<file path="src/rtl/core/linear_interp_upsampler_top_assert.svh">
// ----------------------------------------------------------------------------
// Assertion macros for the linear interpolation upsampler
// Clocked assertion wrappers. Define ASSERT_OFF to compile them out.
// ----------------------------------------------------------------------------
`ifndef LINEAR_INTERP_UPSAMPLER_TOP_ASSERT_SVH
`define LINEAR_INTERP_UPSAMPLER_TOP_ASSERT_SVH

`ifndef ASSERT_OFF
`define ASSERT_ALWAYS(lbl, clk, rst_n, expr, msg) \
    lbl: assert property (@(posedge clk) disable iff (!rst_n) (expr)) else $error(msg);
`define ASSERT_IMPLIES(lbl, clk, rst_n, ante, cons, msg) \
    lbl: assert property (@(posedge clk) disable iff (!rst_n) (ante) |-> (cons)) \
        else $error(msg);
`define ASSERT_NEXT(lbl, clk, rst_n, ante, cons, msg) \
    lbl: assert property (@(posedge clk) disable iff (!rst_n) (ante) |=> (cons)) \
        else $error(msg);
`else
`define ASSERT_ALWAYS(lbl, clk, rst_n, expr, msg)
`define ASSERT_IMPLIES(lbl, clk, rst_n, ante, cons, msg)
`define ASSERT_NEXT(lbl, clk, rst_n, ante, cons, msg)
`endif

`endif

</file>
<file path="src/rtl/core/liu_pkg.sv">
// ----------------------------------------------------------------------------
// liu_pkg
// Shared widths, constants, state types and divider interface structs.
// ----------------------------------------------------------------------------
package liu_pkg;

    localparam int SAMPLE_WIDTH  = 16;
    localparam int FRACTION_BITS = 8;
    localparam int FACTOR_WIDTH  = 15;

    localparam logic [FACTOR_WIDTH-1:0] FACTOR_MIN   = FACTOR_WIDTH'(1 << FRACTION_BITS);
    localparam logic [FACTOR_WIDTH-1:0] FACTOR_MAX   = FACTOR_WIDTH'(64 << FRACTION_BITS);
    localparam logic [FACTOR_WIDTH-1:0] FACTOR_RESET = FACTOR_WIDTH'(2 << FRACTION_BITS);

    // run length d is 1..64, the index j 1..63
    localparam int D_WIDTH    = 7;
    localparam int DIFF_WIDTH = SAMPLE_WIDTH + 1;
    // |diff * j| < 2^16 * 2^6
    localparam int MAG_WIDTH  = SAMPLE_WIDTH + D_WIDTH - 1;
    localparam int NUM_WIDTH  = MAG_WIDTH + 1;
    localparam int CNT_WIDTH  = $clog2(MAG_WIDTH);

    typedef enum logic [2:0] {
        ST_IDLE,
        ST_DIV_START,
        ST_DIV_WAIT,
        ST_EMIT,
        ST_LAST
    } seq_state_t;

    typedef enum logic {
        DIV_IDLE,
        DIV_RUN
    } div_state_t;

    typedef struct packed {
        logic                 start;
        logic [MAG_WIDTH-1:0] dividend;
        logic [D_WIDTH-1:0]   divisor;
    } div_req_t;

    typedef struct packed {
        logic                 done;
        logic [MAG_WIDTH-1:0] quotient;
    } div_rsp_t;

endpackage

</file>
<file path="src/rtl/core/linear_interp_upsampler_top.sv">
// ----------------------------------------------------------------------------
// linear_interp_upsampler_top
// Stretches a PCM stream by a Q7.8 factor, filling gaps by linear interpolation.
//
//  channel   | signals                                    | direction
//  ----------+--------------------------------------------+----------
//  input     | in_valid, in_stall, in_sample, first_sample | in
//  output    | out_valid, out_stall, out_sample, run_last  | out
//  config    | cfg_we, stretch_factor                      | in
//
// For an input beat with a run of d outputs, each interpolated point runs
// one 22-step pass through the shared divider.
// A first_sample beat or a run of one bypasses the divider.
// in_stall is high from acceptance until the run's last output is registered.
// out_stall holds the output register and the sequencer; reset puts factor at 2.0.
// ----------------------------------------------------------------------------
`include "linear_interp_upsampler_top_assert.svh"

module linear_interp_upsampler_top (
    input  logic                                    clk,
    input  logic                                    rst_n,
    input  logic                                    cfg_we,
    input  logic [liu_pkg::FACTOR_WIDTH-1:0]        stretch_factor,
    input  logic                                    in_valid,
    output logic                                    in_stall,
    input  logic signed [liu_pkg::SAMPLE_WIDTH-1:0] in_sample,
    input  logic                                    first_sample,
    output logic                                    out_valid,
    input  logic                                    out_stall,
    output logic signed [liu_pkg::SAMPLE_WIDTH-1:0] out_sample,
    output logic                                    run_last
);

    liu_pkg::seq_state_t state_reg, state_next;

    logic [liu_pkg::FACTOR_WIDTH-1:0]         factor_reg, factor_next;
    logic signed [liu_pkg::SAMPLE_WIDTH-1:0]  prev_reg, prev_next;
    logic [liu_pkg::FRACTION_BITS-1:0]        frac_reg, frac_next;
    logic signed [liu_pkg::SAMPLE_WIDTH-1:0]  base_reg, base_next;
    logic signed [liu_pkg::SAMPLE_WIDTH-1:0]  smp_reg, smp_next;
    logic signed [liu_pkg::DIFF_WIDTH-1:0]    diff_reg, diff_next;
    logic signed [liu_pkg::NUM_WIDTH-1:0]     num_reg, num_next;
    logic [liu_pkg::D_WIDTH-1:0]              j_reg, j_next;
    logic [liu_pkg::D_WIDTH-1:0]              d_reg, d_next;
    logic signed [liu_pkg::SAMPLE_WIDTH-1:0]  res_reg, res_next;
    logic                                     out_valid_reg, out_valid_next;
    logic signed [liu_pkg::SAMPLE_WIDTH-1:0]  out_sample_reg, out_sample_next;
    logic                                     run_last_reg, run_last_next;

    logic [liu_pkg::FACTOR_WIDTH-1:0]         factor_clamped;
    logic [liu_pkg::FACTOR_WIDTH-1:0]         pos_sum;
    logic signed [liu_pkg::DIFF_WIDTH-1:0]    diff_new;
    logic [liu_pkg::NUM_WIDTH-1:0]            num_mag;
    logic signed [liu_pkg::DIFF_WIDTH-1:0]    quo_signed;
    logic signed [liu_pkg::DIFF_WIDTH-1:0]    interp_sum;
    logic                                     in_take;
    logic                                     slot_free;

    liu_pkg::div_req_t div_req;
    liu_pkg::div_rsp_t div_rsp;

    liu_div u_div (
        .clk   (clk),
        .rst_n (rst_n),
        .req   (div_req),
        .rsp   (div_rsp)
    );

    always_ff @(posedge clk or negedge rst_n)
    begin
        if (!rst_n)
        begin
            state_reg     <= liu_pkg::ST_IDLE;
            factor_reg    <= liu_pkg::FACTOR_RESET;
            prev_reg      <= '0;
            frac_reg      <= '0;
            out_valid_reg <= 1'b0;
        end
        else
        begin
            state_reg     <= state_next;
            factor_reg    <= factor_next;
            prev_reg      <= prev_next;
            frac_reg      <= frac_next;
            out_valid_reg <= out_valid_next;
        end
    end

    always_ff @(posedge clk)
    begin
        base_reg       <= base_next;
        smp_reg        <= smp_next;
        diff_reg       <= diff_next;
        num_reg        <= num_next;
        j_reg          <= j_next;
        d_reg          <= d_next;
        res_reg        <= res_next;
        out_sample_reg <= out_sample_next;
        run_last_reg   <= run_last_next;
    end

    always_comb
    begin
        if (factor_reg < liu_pkg::FACTOR_MIN)
            factor_clamped = liu_pkg::FACTOR_MIN;
        else if (factor_reg > liu_pkg::FACTOR_MAX)
            factor_clamped = liu_pkg::FACTOR_MAX;
        else
            factor_clamped = factor_reg;
    end

    assign pos_sum   = liu_pkg::FACTOR_WIDTH'(frac_reg) + factor_clamped;
    assign diff_new  = liu_pkg::DIFF_WIDTH'(in_sample) - liu_pkg::DIFF_WIDTH'(prev_reg);
    assign num_mag   = num_reg[liu_pkg::NUM_WIDTH-1] ? (-num_reg) : num_reg;
    assign in_take   = in_valid && !in_stall;
    assign slot_free = !out_valid_reg || !out_stall;

    // quotient magnitude is below |diff|, so 16 bits hold it
    assign quo_signed = num_reg[liu_pkg::NUM_WIDTH-1]
        ? -$signed({1'b0, div_rsp.quotient[liu_pkg::SAMPLE_WIDTH-1:0]})
        :  $signed({1'b0, div_rsp.quotient[liu_pkg::SAMPLE_WIDTH-1:0]});
    assign interp_sum = liu_pkg::DIFF_WIDTH'(base_reg) + quo_signed;

    assign div_req.start    = (state_reg == liu_pkg::ST_DIV_START);
    assign div_req.dividend = num_mag[liu_pkg::MAG_WIDTH-1:0];
    assign div_req.divisor  = d_reg;

    always_comb
    begin
        state_next      = state_reg;
        factor_next     = cfg_we ? stretch_factor : factor_reg;
        prev_next       = prev_reg;
        frac_next       = frac_reg;
        base_next       = base_reg;
        smp_next        = smp_reg;
        diff_next       = diff_reg;
        num_next        = num_reg;
        j_next          = j_reg;
        d_next          = d_reg;
        res_next        = res_reg;
        out_valid_next  = out_valid_reg && out_stall;
        out_sample_next = out_sample_reg;
        run_last_next   = run_last_reg;

        case (state_reg)
            liu_pkg::ST_IDLE:
            begin
                if (in_take)
                begin
                    smp_next  = in_sample;
                    prev_next = in_sample;
                    base_next = prev_reg;
                    if (first_sample)
                    begin
                        frac_next  = '0;
                        state_next = liu_pkg::ST_LAST;
                    end
                    else
                    begin
                        frac_next = pos_sum[liu_pkg::FRACTION_BITS-1:0];
                        d_next    = pos_sum[liu_pkg::FACTOR_WIDTH-1:liu_pkg::FRACTION_BITS];
                        diff_next = diff_new;
                        num_next  = liu_pkg::NUM_WIDTH'(diff_new);
                        j_next    = liu_pkg::D_WIDTH'(1);
                        if (pos_sum[liu_pkg::FACTOR_WIDTH-1:liu_pkg::FRACTION_BITS]
                            == liu_pkg::D_WIDTH'(1))
                            state_next = liu_pkg::ST_LAST;
                        else
                            state_next = liu_pkg::ST_DIV_START;
                    end
                end
            end
            liu_pkg::ST_DIV_START:
            begin
                state_next = liu_pkg::ST_DIV_WAIT;
            end
            liu_pkg::ST_DIV_WAIT:
            begin
                if (div_rsp.done)
                begin
                    res_next   = interp_sum[liu_pkg::SAMPLE_WIDTH-1:0];
                    state_next = liu_pkg::ST_EMIT;
                end
            end
            liu_pkg::ST_EMIT:
            begin
                if (slot_free)
                begin
                    out_valid_next  = 1'b1;
                    out_sample_next = res_reg;
                    run_last_next   = 1'b0;
                    j_next          = j_reg + 1'b1;
                    num_next        = num_reg + liu_pkg::NUM_WIDTH'(diff_reg);
                    if (j_reg + 1'b1 == d_reg)
                        state_next = liu_pkg::ST_LAST;
                    else
                        state_next = liu_pkg::ST_DIV_START;
                end
            end
            liu_pkg::ST_LAST:
            begin
                if (slot_free)
                begin
                    out_valid_next  = 1'b1;
                    out_sample_next = smp_reg;
                    run_last_next   = 1'b1;
                    state_next      = liu_pkg::ST_IDLE;
                end
            end
            default:
            begin
                state_next = liu_pkg::ST_IDLE;
            end
        endcase
    end

    assign in_stall   = (state_reg != liu_pkg::ST_IDLE);
    assign out_valid  = out_valid_reg;
    assign out_sample = out_sample_reg;
    assign run_last   = run_last_reg;

    `ASSERT_NEXT(a_first_goes_last, clk, rst_n, in_valid && !in_stall && first_sample,
        state_reg == liu_pkg::ST_LAST,
        "first-sample beat did not go straight to the final output")
    `ASSERT_IMPLIES(a_done_only_waiting, clk, rst_n, div_rsp.done,
        state_reg == liu_pkg::ST_DIV_WAIT, "divider finished outside the wait state")
    `ASSERT_IMPLIES(a_index_in_run, clk, rst_n,
        state_reg == liu_pkg::ST_DIV_START || state_reg == liu_pkg::ST_DIV_WAIT
            || state_reg == liu_pkg::ST_EMIT,
        j_reg != '0 && j_reg < d_reg, "interpolation index outside run")

endmodule

</file>
<file path="src/rtl/core/liu_div.sv">
// ----------------------------------------------------------------------------
// liu_div
// Restoring unsigned divider, one quotient bit per cycle.
// ----------------------------------------------------------------------------
`include "linear_interp_upsampler_top_assert.svh"

module liu_div (
    input  logic              clk,
    input  logic              rst_n,
    input  liu_pkg::div_req_t req,
    output liu_pkg::div_rsp_t rsp
);

    liu_pkg::div_state_t state_reg, state_next;
    logic                               done_reg, done_next;
    logic [liu_pkg::CNT_WIDTH-1:0]      cnt_reg, cnt_next;
    logic [liu_pkg::D_WIDTH-1:0]        rem_reg, rem_next;
    logic [liu_pkg::D_WIDTH-1:0]        dvs_reg, dvs_next;
    logic [liu_pkg::MAG_WIDTH-1:0]      quo_reg, quo_next;
    logic [liu_pkg::D_WIDTH-1:0]        trial;
    logic                               fits;

    always_ff @(posedge clk or negedge rst_n)
    begin
        if (!rst_n)
        begin
            state_reg <= liu_pkg::DIV_IDLE;
            done_reg  <= 1'b0;
        end
        else
        begin
            state_reg <= state_next;
            done_reg  <= done_next;
        end
    end

    always_ff @(posedge clk)
    begin
        cnt_reg <= cnt_next;
        rem_reg <= rem_next;
        dvs_reg <= dvs_next;
        quo_reg <= quo_next;
    end

    always_comb
    begin
        // remainder stays below the divisor (<= 64), so its top bit is free
        trial      = {rem_reg[liu_pkg::D_WIDTH-2:0], quo_reg[liu_pkg::MAG_WIDTH-1]};
        fits       = (trial >= dvs_reg);
        state_next = state_reg;
        done_next  = 1'b0;
        cnt_next   = cnt_reg;
        rem_next   = rem_reg;
        dvs_next   = dvs_reg;
        quo_next   = quo_reg;
        case (state_reg)
            liu_pkg::DIV_IDLE:
            begin
                if (req.start)
                begin
                    rem_next   = '0;
                    quo_next   = req.dividend;
                    dvs_next   = req.divisor;
                    cnt_next   = '0;
                    state_next = liu_pkg::DIV_RUN;
                end
            end
            liu_pkg::DIV_RUN:
            begin
                rem_next = fits ? (trial - dvs_reg) : trial;
                quo_next = {quo_reg[liu_pkg::MAG_WIDTH-2:0], fits};
                cnt_next = cnt_reg + 1'b1;
                if (cnt_reg == liu_pkg::CNT_WIDTH'(liu_pkg::MAG_WIDTH - 1))
                begin
                    state_next = liu_pkg::DIV_IDLE;
                    done_next  = 1'b1;
                end
            end
            default:
            begin
                state_next = liu_pkg::DIV_IDLE;
            end
        endcase
    end

    assign rsp.done     = done_reg;
    assign rsp.quotient = quo_reg;

    `ASSERT_IMPLIES(a_rem_below_divisor, clk, rst_n, state_reg == liu_pkg::DIV_RUN,
        rem_reg < dvs_reg, "divider remainder not below divisor")
    `ASSERT_IMPLIES(a_start_when_idle, clk, rst_n, req.start,
        state_reg == liu_pkg::DIV_IDLE, "divider started while busy")
    `ASSERT_NEXT(a_done_single_pulse, clk, rst_n, done_reg, !done_reg,
        "divider done held longer than one cycle")

endmodule
</file>
<file path="config.mk">
export PLATFORM = sky130hd
export DESIGN_NAME = linear_interp_upsampler_top
export DESIGN_NICKNAME = d
export VERILOG_FILES = /design/src/rtl/core/liu_pkg.sv /design/src/rtl/core/linear_interp_upsampler_top.sv /design/src/rtl/core/liu_div.sv
export VERILOG_INCLUDE_DIRS = /design/src /design/src/rtl/core
export SDC_FILE = /design/constraint.sdc
export NUM_CORES = 1
export LEC_CHECK = 0
export BUFFER_PORTS_ARGS = -buffer_cell sky130_fd_sc_hd__buf_2
export CAP_MARGIN = 20
export CORE_ASPECT_RATIO = 0.8
export CORE_UTILIZATION = 52
export CTS_CLUSTER_DIAMETER = 60
export DETAILED_ROUTE_END_ITERATION = 10
export GPL_ROUTABILITY_DRIVEN = 0
export PLACE_DENSITY = 0.66
export RECOVER_POWER = 50
export REMOVE_ABC_BUFFERS = 1
export SLEW_MARGIN = 20
export SYNTH_ARGS = -nofsm -noshare
export SYNTH_HDL_FRONTEND = slang
export SYNTH_HIERARCHICAL = 1
export SYNTH_SLANG_ARGS = --single-unit
</file>
<file path="constraint.sdc">
create_clock -name clk -period 5.83 [get_ports clk]
set_input_delay 0.2915 -clock clk [delete_from_list [all_inputs] [get_ports clk]]
set_output_delay 0.2915 -clock clk [all_outputs]
set_load 0.02 [all_outputs]
</file>
# Word level (Yosys, flattened, before mapping)
# Cells that the tools add are included.
[classes]
add_sub_neg = 9
n_lt_le_gt_ge = 3
n_eq_ne = 13
muxes = 41
bitwise = 2
n_reduce_logical = 18
[op_table]
columns = ["operator", "n"]
rows = [
  ["$mux 23", 3],
  ["$mux 16", 3],
  ["$pmux 23 s2", 1],
  ["$mux 22", 2],
  ["$pmux 22 s2", 1],
  ["$pmux 16 s2", 1],
  ["$mux 15", 2],
  ["$add 23x17->23", 1],
  ["$neg 22->22", 1],
  ["$mux 3", 7],
  ["$mux 7", 3],
  ["$sub 16x16->17", 1],
  ["$add 16x16->16", 1],
  ["$neg 16->16", 1],
  ["$add 8x15->15", 1],
  ["$gt 15x15->1 const B", 1],
  ["$lt 15x9->1 const B", 1],
  ["$pmux 3 s5", 1],
  ["$pmux 7 s2", 1],
  ["$mux 6", 2],
  ["$pmux 6 s2", 1],
  ["$ne 2x2->1 const B", 5],
  ["$pmux 5 s2", 1],
  ["$mux 1", 8],
  ["other kinds (25)", 36],
]
[word_totals]
regBits = 204
out_inout_bits = 19
elab_cells = 106

# Depth between registers and ports, before layout
[logic_depth]
ltp_word = 9
mapped_depth = 15

# By module
# Netlist, hierarchy kept.
[by_module_without_submodules]
columns = ["module", "n_inst", "cells_per_inst", "area_per_inst_um2", "seq_area_each_um2"]
rows = [
  ["linear_interp_upsampler_top", 1, 900, 9586.7, 4650.7],
  ["liu_div", 1, 142, 2055.7, 1251.2],
]

# Least setup slack after synthesis
# No wires, ideal clock.
[synth_timing]
path_kind = "register -> register"
startpoint = "register factor_reg[11] (netlist bit)"
endpoint = "register, netlist name state_reg[2]"
setup_ps = 83
arrival_time_ps = 4006
t_required_ps = 5747
slack_ps = 1741
stages_incl_launch_ff = 15
n_path_buf = 0
path_cell_list = "dfrtp_1 > or4_4 > nor3_1 > a31o_2 > a21boi_0 > nand2_1 > fa_1 > nand2b_1 > a21oi_1 > o21ai_0 > a211oi_1 > nand3_1 > mux2i_1 > or3_1 > o21ai_0"
[synth_rtl]
columns = ["item", "line_no", "rtl"]
rows = [
  ["from (decl)", "linear_interp_upsampler_top.sv:36", "logic [liu_pkg::FACTOR_WIDTH-1:0] factor_reg, factor_next;"],
  ["from (signal assigned)", "linear_interp_upsampler_top.sv:74", "factor_reg <= liu_pkg::FACTOR_RESET;"],
  ["from (signal assigned)", "linear_interp_upsampler_top.sv:82", "factor_reg <= factor_next;"],
]

==> reports/summary.md <==
## Route
- **routed wire length** 23300 µm
- **Final ANT Viol Nets** 0
- **routed vias/inst** 5.35
- **number of remaining DRC errors** 0
- **violation count after the first detailed-routing iteration** 480
- **post-DR wirelength/cell** 16.2 µm
- **drt first pass iters** 4
- **total via count after detailed routing** 7674

## Clocking
- **insertion delay of the later-clocked pin in the worst-skew pair** 0.51 ns
- **CTS-repair resized insts** 0
- **Post-CTS Hold Fix Bufs** 13
- **CTS tree** done
- **register clock-pin slew on the reported worst setup and hold paths** 0.06 ns
- **number of buffers added by the clock tree synthesis step** 23
- **H-tree levels** 1
- **number of sinks handled by clock tree synthesis** 204
- **setup bufs post-CTS** 0
- **root buffer cell** sky130_fd_sc_hd__clkbuf_16
- **maximum buffer depth of the clock tree** 3

## Logic synthesis
- **most area-consuming cells after synthesis** sky130_fd_sc_hd__edfxtp_1, sky130_fd_sc_hd__dfrtp_1, sky130_fd_sc_hd__ha_1
- **count of flip-flops with a built-in enable after synthesis** 159
- **netlist area before placement** 11600 µm²
- **Mapped Cells** 1042
- **average size of a mapped cell** 11.2 µm²
- **fraction of registers with async set/reset** 0.221
- **number of distinct library cells after synthesis** 71
- **fraction of the yosys area taken by sequential cells** 0.507
- **top_reg_cell synth** sky130_fd_sc_hd__edfxtp_1
- **flop and latch count out of synthesis** 204
- **cell type contributing the most total cell area after synthesis** sky130_fd_sc_hd__edfxtp_1
- **YS warnings** 6
- **area fraction of the dominant cell type after synthesis** 0.410

## Floorplanning
- **floorplan core area** 21700 µm²
- **die area** 23000 µm²
- **Initial Util** 0.536
- **vertical die dimension** 136 µm
- **number of rows in the core area** 48
- **Boundary Pins** 56
- **die width** 169 µm

## Worst setup path
- **Worst EP required** 6.25 ns
- **data arrival time of the worst path** 5.05 ns
- **cell with the largest stage delay on the worst path** sky130_fd_sc_hd__or4_4
- **kind of start point of the critical path** flip-flop
- **worst stage delay on the critical path** 0.57 ns
- **CP endpoint kind** flip-flop
- **sum of buffers and inverters on the critical path** 0
- **maximum fanout count along the critical path** 7
- **worst setup path class** flip-flop to flip-flop
- **top cell family by delay on the critical path** simple AND/OR/NAND/NOR gates
- **ordered list of cells on the worst path** or4_4, nor3_1, a31o_2, a21boi_0, nand2_1, fa_1, nand2b_1, a21oi_1, o21ai_0, a211oi_1, nand3_1, mux2i_1, or3_1, o21ai_0
- **cell occurring most often along the worst timing path** sky130_fd_sc_hd__o21ai_0

## Finish
- **fraction of layout instances using a drive strength above 1** 0.108
- **Final #Nets** 1234
- **count of antenna diodes in the layout** 0
- **most common cell after layout, fill and taps aside** sky130_fd_sc_hd__edfxtp_1
- **layout-stage area growth over the synthesis result** 11.7%
- **flip-flop count of the largest register, all copies and words added** 23
- **combined flip-flop and latch cell area** 5900 µm²
- **Fillers** 1830
- **multi-input logic area** 5340 µm²
- **most frequent cells in the layout** sky130_fd_sc_hd__edfxtp_1, sky130_fd_sc_hd__nand2_1, sky130_fd_sc_hd__xnor2_1, sky130_fd_sc_hd__ha_1, sky130_fd_sc_hd__o21ai_0

## Pwr
- **cell area power density** 621 nW/µm²
- **clock power share** 0.179
- **switching power of the nets** 3.10 mW
- **switching part of the total** 0.384
- **sequential fraction of design power** 0.346
- **fraction of power consumed by combinational cells** 0.475
- **cell-internal power** 4.97 mW
- **Leak** 5.12 nW
- **worst-case vdd ir drop** 267 µV

## STA
- **setup violators final** 0
- **Fin Clk Skew** 0.0109 ns
- **share of the clock period used by the worst path after layout** 0.794
- **RSZ-0062 raised after global routing** false
- **Final Hold Violating Endpoints** 0
- **Slew Viols, Final** 46
- **Period minus WS final** 4.63 ns
- **Setup TNS Final** 0 ns
- **Worst Max-Slew Pin Slew** 2.78 ns
- **headroom to the max-slew limit** -0.853
- **Max Clk Rate** 216 MHz
- **WHS** 0.0186 ns

## Global routing
- **vias in the first global route** 7346
- **wire length of the first global-routing pass** 38100 µm
- **number of antenna violations at the first check in global routing** 0
- **gr ovfl total** 0
- **global-route usage over all layers** 0.210
- **pin count of the biggest net entering global routing** 61

## Run status
- **result of the run** finished with violations
- **violations in the final reports** max-capacitance violations, max-slew violations

## Placed design
- **HPWL after detailed placement** 16400 µm
- **buffers added on ports** 55

## Min path
- **Hold Crit Class** input pin to flip-flop

## Job
- **maximum capacitance violations** 1

## power groups by stage
stage          Sequential, mW  Combinational (mW)  Clock (mW)
3_5_place_dp             2.82                3.84           0
3_3_place_gp             2.80                3.75           0
5_1_grt                  2.86                4.31        1.53
2_1_floorplan            2.76                2.97           0
4_1_cts                  2.80                3.88        1.47
6_report                 2.79                3.83        1.45
## synthesized netlist by cell type, drive strengths merged, types with 19 or more instances
cell type,instances
edfxtp,159
nand2,127
xnor2,77
ha,74
o21ai,67
inv,57
nor2,52
a21oi,49
dfrtp,44
mux2,42
xor2,31
nor3,21
o31ai,19
## final cells by class
type,count,area share
clock buffer,31,0.0504
clock inverter,10,0.00770
inverter,58,0.0167
multi-input combinational,754,0.410
sequential,204,0.454
tap,300,0.0289
timing repair buffer,77,0.0319
## cell families (layout without fill, tap and decap cells)
| family | Yosys count | after routing | synth area share |
|---|---|---|---|
| multiplexers | 45 | 45 | 0.0432 |
| adder cells (fa/ha/maj) | 79 | 79 | 0.0881 |
| AO/OA/AOI/OAI | 215 | 215 | 0.118 |
| AND/OR/NAND/NOR | 307 | 307 | 0.128 |
| flip-flops | 204 | 204 | 0.507 |
| XOR/XNOR | 108 | 108 | 0.0812 |
| buffers and inverters | 84 | 176 | 0.0342 |
## per-layer routing
| metal | routed length, µm | vias up | global-route usage |
|---|---|---|---|
| met5 | 0 | - | 0 |
| met4 | 381 | 0 | 0.0440 |
| met3 | 685 | 25 | 0.0259 |
| met2 | 10200 | 110 | 0.330 |
| met1 | 12000 | 3625 | 0.312 |
| li1 | - | 3914 | - |
## worst register-to-register path: cells and delay by family, from the launching register on
kind                     cells  cell delay, ns
AO/OA/AOI/OAI                6            1.70
multiplexers                 1            0.22
flip-flops                   1            0.42
adder cells (fa/ha/maj)      1            0.46
AND/OR/NAND/NOR              6            1.73
## metrics by stage
| stage | std cells | utilization | area (µm²) | total power [mW] | setup slack (ns) |
|---|---|---|---|---|---|
| floorplan | 1016 | - | 11500 | 5.73 | 1.74 |
| global placement | 1380 | 0.561 | 12200 | 6.55 | 1.30 |
| detailed placement | 1380 | 0.561 | 12200 | 6.66 | 1.19 |
| CTS | 1434 | 0.602 | 13100 | 8.15 | 1.17 |
| global route | 1434 | 0.598 | 13000 | 8.70 | 0.765 |
| finish | 1434 | 0.598 | 13000 | 8.07 | 1.20 |
## worst paths after layout
kind                                        start             to  slack, ns  cells past startpoint
worst max-delay path               factor_reg[11]   state_reg[2]       1.20                     14
worst min-delay path            stretch_factor[3]  factor_reg[3]       0.02                      2
worst max register to register     factor_reg[11]   state_reg[2]       1.20                     14
worst min register to register       prev_reg[14]   base_reg[14]       0.45                      0
max in group asynchronous                   rst_n   prev_reg[12]       2.94                      3
min in group asynchronous                   rst_n  factor_reg[8]       1.31                      3
Power figures use the tool's default switching activity.
